## src/rtl/core/dbd_pkg.sv

```systemverilog
package dbd_pkg;

    // fixed field widths
    localparam int MONTH_BITS = 4;
    localparam int DAY_BITS   = 5;
    localparam int DOY_BITS   = 9;
    localparam int COUNT_BITS = 21;
    localparam int REM_BITS   = 7;
    localparam int PC_BITS    = 3;

    localparam logic [REM_BITS:0]   CENTURY      = 8'd100;
    localparam logic [REM_BITS-1:0] LAST_IN_CENT = 7'd99;
    localparam logic [DOY_BITS-1:0] LEN_COMMON   = 9'd365;
    localparam logic [DOY_BITS-1:0] LEN_LEAP     = 9'd366;

    // reciprocal of 100 scaled by 2^23, exact quotient for years up to 16 bits
    localparam int                    RECIP_BITS  = 17;
    localparam int                    RECIP_SHIFT = 23;
    localparam logic [RECIP_BITS-1:0] RECIP_100   = 17'd83887;

    typedef logic [PC_BITS-1:0] pc_t;

    // datapath operations selected by the control word
    typedef enum logic [2:0] {
        OP_WAIT,
        OP_DIV,
        OP_DOY1,
        OP_LOOP,
        OP_SAME,
        OP_OUT
    } op_t;

    // jump conditions
    typedef enum logic [2:0] {
        COND_ALWAYS,
        COND_IN_TXN,
        COND_DIV_LAST,
        COND_SAME_YEAR,
        COND_YEAR_END,
        COND_OUT_TXN
    } cond_t;

    typedef struct packed {
        op_t   op;
        cond_t cond;
        pc_t   tgt_true;
        pc_t   tgt_false;
    } ctrl_word_t;

    // controls into the century counter
    typedef struct packed {
        logic load;
        logic step;
        logic incr;
    } div_ctrl_t;

    // century counter status: year mod 100 and (year / 100) mod 4
    typedef struct packed {
        logic [REM_BITS-1:0] rem;
        logic [1:0]          quo;
        logic                last;
    } div_stat_t;

    localparam pc_t PC_WAIT = 3'd0;
    localparam pc_t PC_DIV  = 3'd1;
    localparam pc_t PC_DOY1 = 3'd2;
    localparam pc_t PC_LOOP = 3'd3;
    localparam pc_t PC_SAME = 3'd4;
    localparam pc_t PC_OUT  = 3'd5;

    // microprogram rom
    function automatic ctrl_word_t microcode(input pc_t pc);
        ctrl_word_t cw;
        case (pc)
            PC_WAIT: cw = '{OP_WAIT, COND_IN_TXN,    PC_DIV,  PC_WAIT};
            PC_DIV:  cw = '{OP_DIV,  COND_DIV_LAST,  PC_DOY1, PC_DIV};
            PC_DOY1: cw = '{OP_DOY1, COND_SAME_YEAR, PC_SAME, PC_LOOP};
            PC_LOOP: cw = '{OP_LOOP, COND_YEAR_END,  PC_OUT,  PC_LOOP};
            PC_SAME: cw = '{OP_SAME, COND_ALWAYS,    PC_OUT,  PC_OUT};
            PC_OUT:  cw = '{OP_OUT,  COND_OUT_TXN,   PC_WAIT, PC_OUT};
            default: cw = '{OP_WAIT, COND_ALWAYS,    PC_WAIT, PC_WAIT};
        endcase
        return cw;
    endfunction

    // days in whole months before the month, common year, month saturated
    function automatic logic [DOY_BITS-1:0] month_base(input logic [MONTH_BITS-1:0] m);
        logic [DOY_BITS-1:0] b;
        case (m)
            4'd0, 4'd1: b = 9'd0;
            4'd2:       b = 9'd31;
            4'd3:       b = 9'd59;
            4'd4:       b = 9'd90;
            4'd5:       b = 9'd120;
            4'd6:       b = 9'd151;
            4'd7:       b = 9'd181;
            4'd8:       b = 9'd212;
            4'd9:       b = 9'd243;
            4'd10:      b = 9'd273;
            4'd11:      b = 9'd304;
            default:    b = 9'd334;
        endcase
        return b;
    endfunction

    function automatic logic [DOY_BITS-1:0] day_of_year(
        input logic [MONTH_BITS-1:0] m,
        input logic [DAY_BITS-1:0]   d,
        input logic                  leap
    );
        logic adj;
        adj = leap && (m >= 4'd3);
        return month_base(m) + {{(DOY_BITS-DAY_BITS){1'b0}}, d}
               + {{(DOY_BITS-1){1'b0}}, adj};
    endfunction

    function automatic logic [DOY_BITS-1:0] year_len(input logic leap);
        return leap ? LEN_LEAP : LEN_COMMON;
    endfunction

endpackage

```

## src/rtl/core/dbd_div100.sv

```systemverilog
module dbd_div100 #(
    parameter int YEAR_BITS = 12
) (
    input  logic                  aclk,
    input  dbd_pkg::div_ctrl_t    ctrl,
    input  logic [YEAR_BITS-1:0]  year,
    output dbd_pkg::div_stat_t    stat
);

    localparam int PROD_BITS = YEAR_BITS + dbd_pkg::RECIP_BITS;

    logic [YEAR_BITS-1:0]         dv_reg, dv_next;
    logic [YEAR_BITS-1:0]         q_reg, q_next;
    logic                         qok_reg, qok_next;
    logic [dbd_pkg::REM_BITS-1:0] rem_reg, rem_next;
    logic [1:0]                   quo_reg, quo_next;
    logic [PROD_BITS-1:0]         prod;
    logic [YEAR_BITS-1:0]         hundreds;

    // quotient by reciprocal multiplication, then remainder from the quotient
    assign prod     = {{dbd_pkg::RECIP_BITS{1'b0}}, dv_reg}
                      * {{YEAR_BITS{1'b0}}, dbd_pkg::RECIP_100};
    assign hundreds = q_reg * YEAR_BITS'(dbd_pkg::CENTURY);

    // first step forms the quotient, second the remainder; then +1 with carry
    always_comb begin
        dv_next  = dv_reg;
        q_next   = q_reg;
        qok_next = qok_reg;
        rem_next = rem_reg;
        quo_next = quo_reg;
        if (ctrl.load) begin
            dv_next  = year;
            qok_next = 1'b0;
        end else if (ctrl.step) begin
            if (!qok_reg) begin
                q_next   = YEAR_BITS'(prod >> dbd_pkg::RECIP_SHIFT);
                qok_next = 1'b1;
            end else begin
                rem_next = dbd_pkg::REM_BITS'(dv_reg - hundreds);
                quo_next = q_reg[1:0];
            end
        end else if (ctrl.incr) begin
            if (rem_reg == dbd_pkg::LAST_IN_CENT) begin
                rem_next = '0;
                quo_next = quo_reg + 2'd1;
            end else begin
                rem_next = rem_reg + dbd_pkg::REM_BITS'(1);
            end
        end
    end

    always_ff @(posedge aclk) begin
        dv_reg  <= dv_next;
        q_reg   <= q_next;
        qok_reg <= qok_next;
        rem_reg <= rem_next;
        quo_reg <= quo_next;
    end

    assign stat.rem  = rem_reg;
    assign stat.quo  = quo_reg;
    assign stat.last = qok_reg;

endmodule

```

## src/rtl/core/days_between_dates.sv

```systemverilog
// channel  | ports                                  | direction
// ---------+----------------------------------------+----------
// s_       | valid, ready, year/month/day a and b   | in
// m_       | valid, ready, day_count                | out
//
// the wait step takes the transaction, two divider steps find year mod 100 and the century,
// one step forms the first day of year, then one accumulate step per year of the gap (one
// difference step for equal years) and the output step, which holds until m_ready.
// synchronous active-low reset returns the step counter to the wait step.
// the result register holds until m_ready; no new input transaction is taken meanwhile.
module days_between_dates #(
    parameter int YEAR_BITS = 12
) (
    input  logic                             aclk,
    input  logic                             aresetn,
    input  logic                             s_valid,
    output logic                             s_ready,
    input  logic [YEAR_BITS-1:0]             s_year_a,
    input  logic [dbd_pkg::MONTH_BITS-1:0]   s_month_a,
    input  logic [dbd_pkg::DAY_BITS-1:0]     s_day_a,
    input  logic [YEAR_BITS-1:0]             s_year_b,
    input  logic [dbd_pkg::MONTH_BITS-1:0]   s_month_b,
    input  logic [dbd_pkg::DAY_BITS-1:0]     s_day_b,
    output logic                             m_valid,
    input  logic                             m_ready,
    output logic [dbd_pkg::COUNT_BITS-1:0]   m_day_count
);

    localparam int CB = dbd_pkg::COUNT_BITS;
    localparam int DB = dbd_pkg::DOY_BITS;

    dbd_pkg::pc_t        pc_reg, pc_next;
    dbd_pkg::ctrl_word_t cw;
    dbd_pkg::div_ctrl_t  div_ctrl;
    dbd_pkg::div_stat_t  div_stat;
    logic                cond_ok;

    logic [YEAR_BITS-1:0]           yc_reg, yc_next, y2_reg, y2_next;
    logic [dbd_pkg::MONTH_BITS-1:0] m1_reg, m1_next, m2_reg, m2_next;
    logic [dbd_pkg::DAY_BITS-1:0]   d1_reg, d1_next, d2_reg, d2_next;
    logic [DB-1:0]                  doy1_reg, doy1_next;
    logic [CB-1:0]                  acc_reg, acc_next;

    logic          swap, same_year, year_end, leap;
    logic [DB-1:0] doy1, doy2, ylen;

    assign cw        = dbd_pkg::microcode(pc_reg);
    assign swap      = s_year_a > s_year_b;
    assign same_year = yc_reg == y2_reg;
    assign year_end  = yc_reg == y2_reg;

    // gregorian leap test from the running residues of the current year
    assign leap = (yc_reg[1:0] == 2'b00) && ((div_stat.rem != '0) || (div_stat.quo == 2'b00));
    assign doy1 = dbd_pkg::day_of_year(m1_reg, d1_reg, leap);
    assign doy2 = dbd_pkg::day_of_year(m2_reg, d2_reg, leap);
    assign ylen = dbd_pkg::year_len(leap);

    // jump condition
    always_comb begin
        case (cw.cond)
            dbd_pkg::COND_ALWAYS:    cond_ok = 1'b1;
            dbd_pkg::COND_IN_TXN:    cond_ok = s_valid;
            dbd_pkg::COND_DIV_LAST:  cond_ok = div_stat.last;
            dbd_pkg::COND_SAME_YEAR: cond_ok = same_year;
            dbd_pkg::COND_YEAR_END:  cond_ok = year_end;
            dbd_pkg::COND_OUT_TXN:   cond_ok = m_ready;
            default:                 cond_ok = 1'b0;
        endcase
        pc_next = cond_ok ? cw.tgt_true : cw.tgt_false;
    end

    // datapath driven by the control word
    always_comb begin
        yc_next   = yc_reg;
        y2_next   = y2_reg;
        m1_next   = m1_reg;
        m2_next   = m2_reg;
        d1_next   = d1_reg;
        d2_next   = d2_reg;
        doy1_next = doy1_reg;
        acc_next  = acc_reg;
        div_ctrl  = '0;
        case (cw.op)
            dbd_pkg::OP_WAIT: begin
                if (s_valid) begin
                    // earlier year goes first
                    yc_next       = swap ? s_year_b  : s_year_a;
                    m1_next       = swap ? s_month_b : s_month_a;
                    d1_next       = swap ? s_day_b   : s_day_a;
                    y2_next       = swap ? s_year_a  : s_year_b;
                    m2_next       = swap ? s_month_a : s_month_b;
                    d2_next       = swap ? s_day_a   : s_day_b;
                    div_ctrl.load = 1'b1;
                end
            end
            dbd_pkg::OP_DIV: begin
                div_ctrl.step = 1'b1;
            end
            dbd_pkg::OP_DOY1: begin
                doy1_next = doy1;
                acc_next  = {{(CB-DB){1'b0}}, ylen - doy1};
                if (!same_year) begin
                    yc_next       = yc_reg + YEAR_BITS'(1);
                    div_ctrl.incr = 1'b1;
                end
            end
            dbd_pkg::OP_LOOP: begin
                if (year_end) begin
                    acc_next = acc_reg + {{(CB-DB){1'b0}}, doy2};
                end else begin
                    acc_next      = acc_reg + {{(CB-DB){1'b0}}, ylen};
                    yc_next       = yc_reg + YEAR_BITS'(1);
                    div_ctrl.incr = 1'b1;
                end
            end
            dbd_pkg::OP_SAME: begin
                acc_next = {{(CB-DB){1'b0}},
                            (doy1_reg > doy2) ? doy1_reg - doy2 : doy2 - doy1_reg};
            end
            dbd_pkg::OP_OUT: begin
                acc_next = acc_reg;
            end
            default: begin
                acc_next = acc_reg;
            end
        endcase
    end

    // step counter
    always_ff @(posedge aclk) begin
        if (!aresetn) begin
            pc_reg <= dbd_pkg::PC_WAIT;
        end else begin
            pc_reg <= pc_next;
        end
    end

    // datapath registers
    always_ff @(posedge aclk) begin
        yc_reg   <= yc_next;
        y2_reg   <= y2_next;
        m1_reg   <= m1_next;
        m2_reg   <= m2_next;
        d1_reg   <= d1_next;
        d2_reg   <= d2_next;
        doy1_reg <= doy1_next;
        acc_reg  <= acc_next;
    end

    // year mod 100 and century mod 4
    dbd_div100 #(
        .YEAR_BITS(YEAR_BITS)
    ) u_div100 (
        .aclk (aclk),
        .ctrl (div_ctrl),
        .year (yc_next),
        .stat (div_stat)
    );

    assign s_ready     = cw.op == dbd_pkg::OP_WAIT;
    assign m_valid     = cw.op == dbd_pkg::OP_OUT;
    assign m_day_count = acc_reg;

endmodule

```

## config.mk

```make
export PLATFORM = sky130hd
export DESIGN_NAME = days_between_dates
export DESIGN_NICKNAME = d
export VERILOG_FILES = /design/src/rtl/core/dbd_pkg.sv /design/src/rtl/core/dbd_div100.sv /design/src/rtl/core/days_between_dates.sv
export SDC_FILE = /design/constraint.sdc
export NUM_CORES = 1
export LEC_CHECK = 0
export ABC_AREA = 1
export BUFFER_PORTS_ARGS = -buffer_cell sky130_fd_sc_hd__buf_4
export CAP_MARGIN = 15
export CELL_PAD_IN_SITES_DETAIL_PLACEMENT = 1
export CELL_PAD_IN_SITES_GLOBAL_PLACEMENT = 2
export CORE_MARGIN = 10
export CORE_UTILIZATION = 40
export CTS_BUF_LIST = sky130_fd_sc_hd__clkbuf_2
export CTS_CLUSTER_DIAMETER = 60
export CTS_CLUSTER_SIZE = 25
export DETAILED_ROUTE_END_ITERATION = 8
export GPL_ROUTABILITY_DRIVEN = 0
export MAX_ROUTING_LAYER = met4
export PLACE_DENSITY = 0.91
export SETUP_SLACK_MARGIN = 0.1
export SLEW_MARGIN = 20
export SYNTH_ARGS = -nofsm -noshare
export SYNTH_HDL_FRONTEND = slang
export SYNTH_HIERARCHICAL = 1
export SYNTH_SLANG_ARGS = --single-unit
export TNS_END_PERCENT = 20
```

## constraint.sdc

```tcl
create_clock -name aclk -period 8.55 [get_ports aclk]
set_clock_uncertainty 0.05 [all_clocks]
set_input_delay 0.4275 -clock aclk [delete_from_list [all_inputs] [get_ports aclk]]
set_output_delay 0.4275 -clock aclk [all_outputs]
set_load 0.01 [all_outputs]
```

# [Word-level counts from Yosys, hierarchy flattened]
# Memories as Yosys holds them, arrays and structs flattened. A register that Yosys moved wholly into a read port is not among the register bits.
# Cells that the tools add are included.
[op_classes] n_addsub=13 mul=2 order_cmp=4 eq_ne=18 mux=31 bitwise=2 n_reduce_logical=19
[ops] cell="$pmux W12 S6" count=1
[ops] cell="$pmux W21 S3" count=1
[ops] cell="$mux W12" count=4
[ops] cell="$add A21 B9 Y21" count=2
[ops] cell="$mul A12 B17 Y29 const B" count=1
[ops] cell="$mux W7" count=4
[ops] cell="$sub A9 B9 Y9" count=3
[ops] cell="$pmux W12 S2" count=1
[ops] cell="$mux W21" count=1
[ops] cell="$add A9 B1 Y9" count=2
[ops] cell="$add A9 B5 Y9" count=2
[ops] cell="$eq A3 B2 Y1 const B" count=6
[ops] cell="$eq A3 B3 Y1 const B" count=6
[ops] cell="$mux W4" count=4
[ops] cell="$add A12 B1 Y12 const B" count=1
[ops] cell="$eq A12 B12 Y1" count=1
[ops] cell="$gt A12 B12 Y1" count=1
[ops] cell="$mux W2" count=5
[ops] cell="$mux W5" count=2
[ops] cell="$eq A3 B1 Y1 const B" count=3
[ops] cell="$gt A9 B9 Y1" count=1
[ops] cell="$logic_not A3 Y1" count=3
[ops] cell="$mux W9" count=1
[ops] cell="$ge A4 B2 Y1 const B" count=2
[ops] cell="other kinds (20)" count=31
[totals] register_bits=103 rom_bits=288 input_bits=46 output_inout_bits=23 mem_count=2
[memory_table] memory="(name not given)" depth=16 width=9 read_ports=1 rd_ports_with_merged_regs=1 write_ports=0 line_no="dbd_pkg.sv:89" rtl="case (m)"
[memory_table] memory="(name not given)" depth=16 width=9 read_ports=1 rd_ports_with_merged_regs=1 write_ports=0 line_no="dbd_pkg.sv:89"

# [Longest topological paths before layout]
[logic_depth] ltp_word=8 ltp_mapped=27 mapped_depth_nobuf=27

# [Hierarchy]
# The synthesis kept the hierarchy.
[modules_own_cells] module="days_between_dates" instances=1 cells_per_inst=1039 area_each_um2=7648.6 seq_area_each_um2=2462.4
[modules_own_cells] module="dbd_div100" instances=1 cells_per_inst=625 area_each_um2=5146.2 seq_area_each_um2=800.8

# [Worst setup path before layout]
# No wires, ideal clock.
[synth_path] path_kind="register to register" startpoint="reg u_div100.dv_reg[10]" endpoint="reg u_div100.q_reg[4] (data pin)" setup_time_ps=252 arrival_ps=4251 required_time_ps=8248 path_slack_ps=3997 stages_incl_launch_ff=21 n_path_buf=0 cell_sequence="edfxtp_1 -> fa_1 -> inv_1 -> fa_1 -> inv_1 -> fa_1 -> fa_1 -> inv_1 -> fa_1 -> inv_1 -> ha_1 -> nand2_1 -> nand2_1 -> nand2_1 -> nand2_1 -> nand2_1 -> nand2_1 -> a21oi_1 -> nand2_1 -> nand2_1 -> nand2_1"
[synth_between] elab_chain_cells=1
[synth_rtl] item="from (decl)" line_no="dbd_div100.sv:12" rtl="logic [YEAR_BITS-1:0] dv_reg, dv_next;"
[synth_rtl] item="from (signal assigned)" line_no="dbd_div100.sv:54" rtl="dv_reg <= dv_next;"
[synth_rtl] item="$mul A12 B17 Y29" line_no="dbd_div100.sv:22" rtl="* {{YEAR_BITS{1'b0}}, dbd_pkg::RECIP_100};"
[synth_rtl] item="via u_div100.prod[27]" line_no="dbd_div100.sv:17" rtl="logic [PROD_BITS-1:0] prod;"
[synth_rtl] item="to (signal assigned)" line_no="dbd_div100.sv:55" rtl="q_reg <= q_next;"
[synth_rtl] item="to (decl)" line_no="dbd_div100.sv:13" rtl="logic [YEAR_BITS-1:0] q_reg, q_next;"
# The timed path passes the listed nets, and every way through them passes these cells.
# A chain may end at the register's enable or synchronous reset.

# [Worst setup path after layout]
# Same ends and word-level chain as after synthesis.

==> results.json <==
{
  "status": "complete, no violations",
  "synth_seq_cells": 120,
  "finalCriticalPeriod_ns": 4.882,
  "area_growth_pct": 12.82,
  "path_clk_slew_ns": 0.21,
  "synth-main-ff-cell": "edfxtp_1",
  "finalNetCount": 2062,
  "slew_viol_final": 0,
  "row_count": 65,
  "synth_edf_count": 86,
  "crit_top_cell": "nand2_1",
  "instances_no_fill": 2200,
  "syn_inst": 1664,
  "cts_resized": 0,
  "die_x_um": 198.9,
  "antenna_found_initial": 2,
  "synth.avg_cell_area_um2": 7.689,
  "max_freq_ghz": 0.2048,
  "worstPathRequired_ns": 9.09,
  "fillers": 3936,
  "synth_largest_area_cell": "edfxtp_1",
  "critPathKind": "reg -> reg",
  "synth_adder_area_share_pct": 27.34,
  "ys_warn_count": 6,
  "dp_cells": 2115,
  "drt_iter0_drc": 386,
  "numCtsBuffers": 17,
  "vias_per_cell": 4.944,
  "htree_num_levels": 4,
  "wl_um": 36780,
  "yosys-top-cells-count": "404 x nand2_1, 351 x inv_1, 158 x ha_1",
  "post_drt_wl_per_cell_um": 16.72,
  "vias": 10880,
  "hold_path.class": "in -> reg",
  "ios": 69,
  "fin_crit_sh_pct": 57.10,
  "grt_max_degree": 65,
  "drc": 0,
  "tightest_slew_ns": 1.184,
  "overflow": 0,
  "holdWs_ns": 0.06257,
  "critPathMaxFanout": 7,
  "die_h_um": 198.9,
  "yosysSeqAreaShare_pct": 25.50,
  "yosysMostFrequentCell": "nand2_1",
  "syn_area_um2": 12790,
  "fp.coreArea_um2": 31560,
  "async_reset_ff_share_pct": 0,
  "synthMuxAreaShare_pct": 0.07823,
  "syn_nets": 1944,
  "rsz0062_at_grt": "false",
  "grt_usage_pct": 19.81,
  "setup_viol": 0,
  "synth_top_cells_by_area": "edfxtp_1 20%, ha_1 15%, fa_1 12%, nand2_1 12%, inv_1 10%",
  "insertion_delay_ns": 0.82,
  "arrival_ns": 5.42,
  "synthSimpleGateAreaFrac_pct": 23.93,
  "cts_tree": "done",
  "critPathBufInv": 4,
  "cp-start-kind": "register",
  "clock_path_buffers": 2,
  "relSlewSlack_pct": 20.49,
  "endpoint_kind": "register",
  "drive_gt1_share_pct": 9.253,
  "synth_top_family_by_area": "adder cells",
  "critPathTopFamily": "adder cells",
  "drtPass1Iterations": 5,
  "synthXorXnorAreaFrac_pct": 3.286,
  "holdBufCountCts": 49,
  "numClockSinks": 120,
  "grt_first_pass_wirelength_um": 60150,
  "die_area_um2": 39540,
  "io_buffer_count": 68,
  "synth-compound-area-share_pct": 7.989,
  "cts_setup_buffers": 0,
  "setup_tns_ns": 0,
  "grt_pass1_vias": 11880,
  "path_cells": "fa_1, inv_1, fa_1, inv_1, fa_1, fa_1, inv_1, fa_1, inv_1, ha_1, nand2_1, nand2_1, nand2_1, nand2_1, nand2_1, nand2_1, a21oi_1, nand2_1, nand2_1, nand2_1",
  "finalHoldViolations": 0,
  "slowest_stage": "fa_1",
  "dp_hpwl_um": 30320,
  "synth.distinct_cells": 56,
  "ant_nets": 0,
  "max_stage_delay_ns": 0.64,
  "initial_utilization_pct": 40.55,
  "maxCapViolCount": 0,
  "yosysTopAreaCellShare_pct": 20.18,
  "cts_root_buffer": "clkbuf_2"
}
cells in the final DEF, fill, tap and decap left out, types with 5 or more instances in the layout:
cell type,count
ha_1,158
o21ai_0,77
dfxtp_1,34
edfxtp_1,86
clkbuf_2,18
fa_1,76
nor3_1,19
or2_2,6
inv_4,6
nand3b_1,5
nand3_2,8
nand2_2,14
nor2_1,80
inv_2,9
dlygate4sd3_1,50
inv_1,351
nor2_4,5
nand2_4,7
o21ai_1,16
xnor2_1,20
a21oi_1,80
nand3_1,95
xor2_1,28
nand4_1,17
buf_4,70
nand2_1,404
worst paths after layout:
| kind | slack, ns | from | cells after the start | end |
|---|---|---|---|---|
| setup / recovery | 3.67 | u_div100/dv_reg[10] | 20 | u_div100/q_reg[4] |
| hold / removal | 0.06 | s_day_a[4] | 3 | d2_reg[4] |
| setup reg to reg | 3.67 | u_div100/dv_reg[10] | 20 | u_div100/q_reg[4] |
| hold reg to reg | 0.52 | u_div100/qok_reg | 2 | u_div100/qok_reg |
per-layer routing:
metal / GRT usage [%] / vias up / part of all wire, %
li1: - / 5486 / -
met1: 22.97 / 5198 / 45
met2: 34.64 / 141 / 50
met3: 2.839 / 52 / 2.2
met4: 6.329 / 0 / 2.5
met5: - / - / 0
stage by stage:
stage	setup WS, ns	instance area [um2]	utilization [%]
after global routing	3.398	14440	45.75
after global placement	3.785	13680	43.36
after CTS	3.650	14420	45.68
after floorplan	3.997	12790	-
after detailed placement	3.665	13680	43.36
final	3.668	14440	45.75
final cells by class:
type                    instances  area, um2  area share [%]
diodes                          4      10.01         0.06934
clock buffers                  18      90.09          0.6241
clock inverters                13      151.4           1.049
inverters                     364       1379           9.552
multi-input cells            1159       8013           55.51
flip-flops and latches        120       3263           22.61
well taps                     402      503.0           3.484
repair buffers                120       1026           7.108
cell families (layout without fill, tap and decap cells):
logic type | Yosys count | after routing
flip-flops | 120 | 120
XOR/XNOR | 48 | 48
AND/OR/NAND/NOR | 682 | 682
buffers and inverters | 385 | 515
multiplexers | 1 | 1
adder cells (fa/ha/maj) | 234 | 234
AO/OA/AOI/OAI | 194 | 194
other | 0 | 4
worst reg2reg max path: stages, from the launching register on:
cell      delay [ns]
edfxtp_1        0.58
fa_1            0.65
inv_1           0.11
fa_1            0.49
inv_1           0.06
fa_1            0.51
fa_1            0.55
inv_1           0.05
fa_1            0.53
inv_1           0.04
ha_1            0.33
nand2_1         0.08
nand2_1         0.06
nand2_1         0.06
nand2_1         0.06
nand2_1         0.06
nand2_1         0.05
a21oi_1         0.18
nand2_1         0.07
nand2_1         0.06
nand2_1         0.04
Power is left out: the tool's default activity adds up to more than one toggle a clock period on the data nets, which glitch-free logic cannot reach.
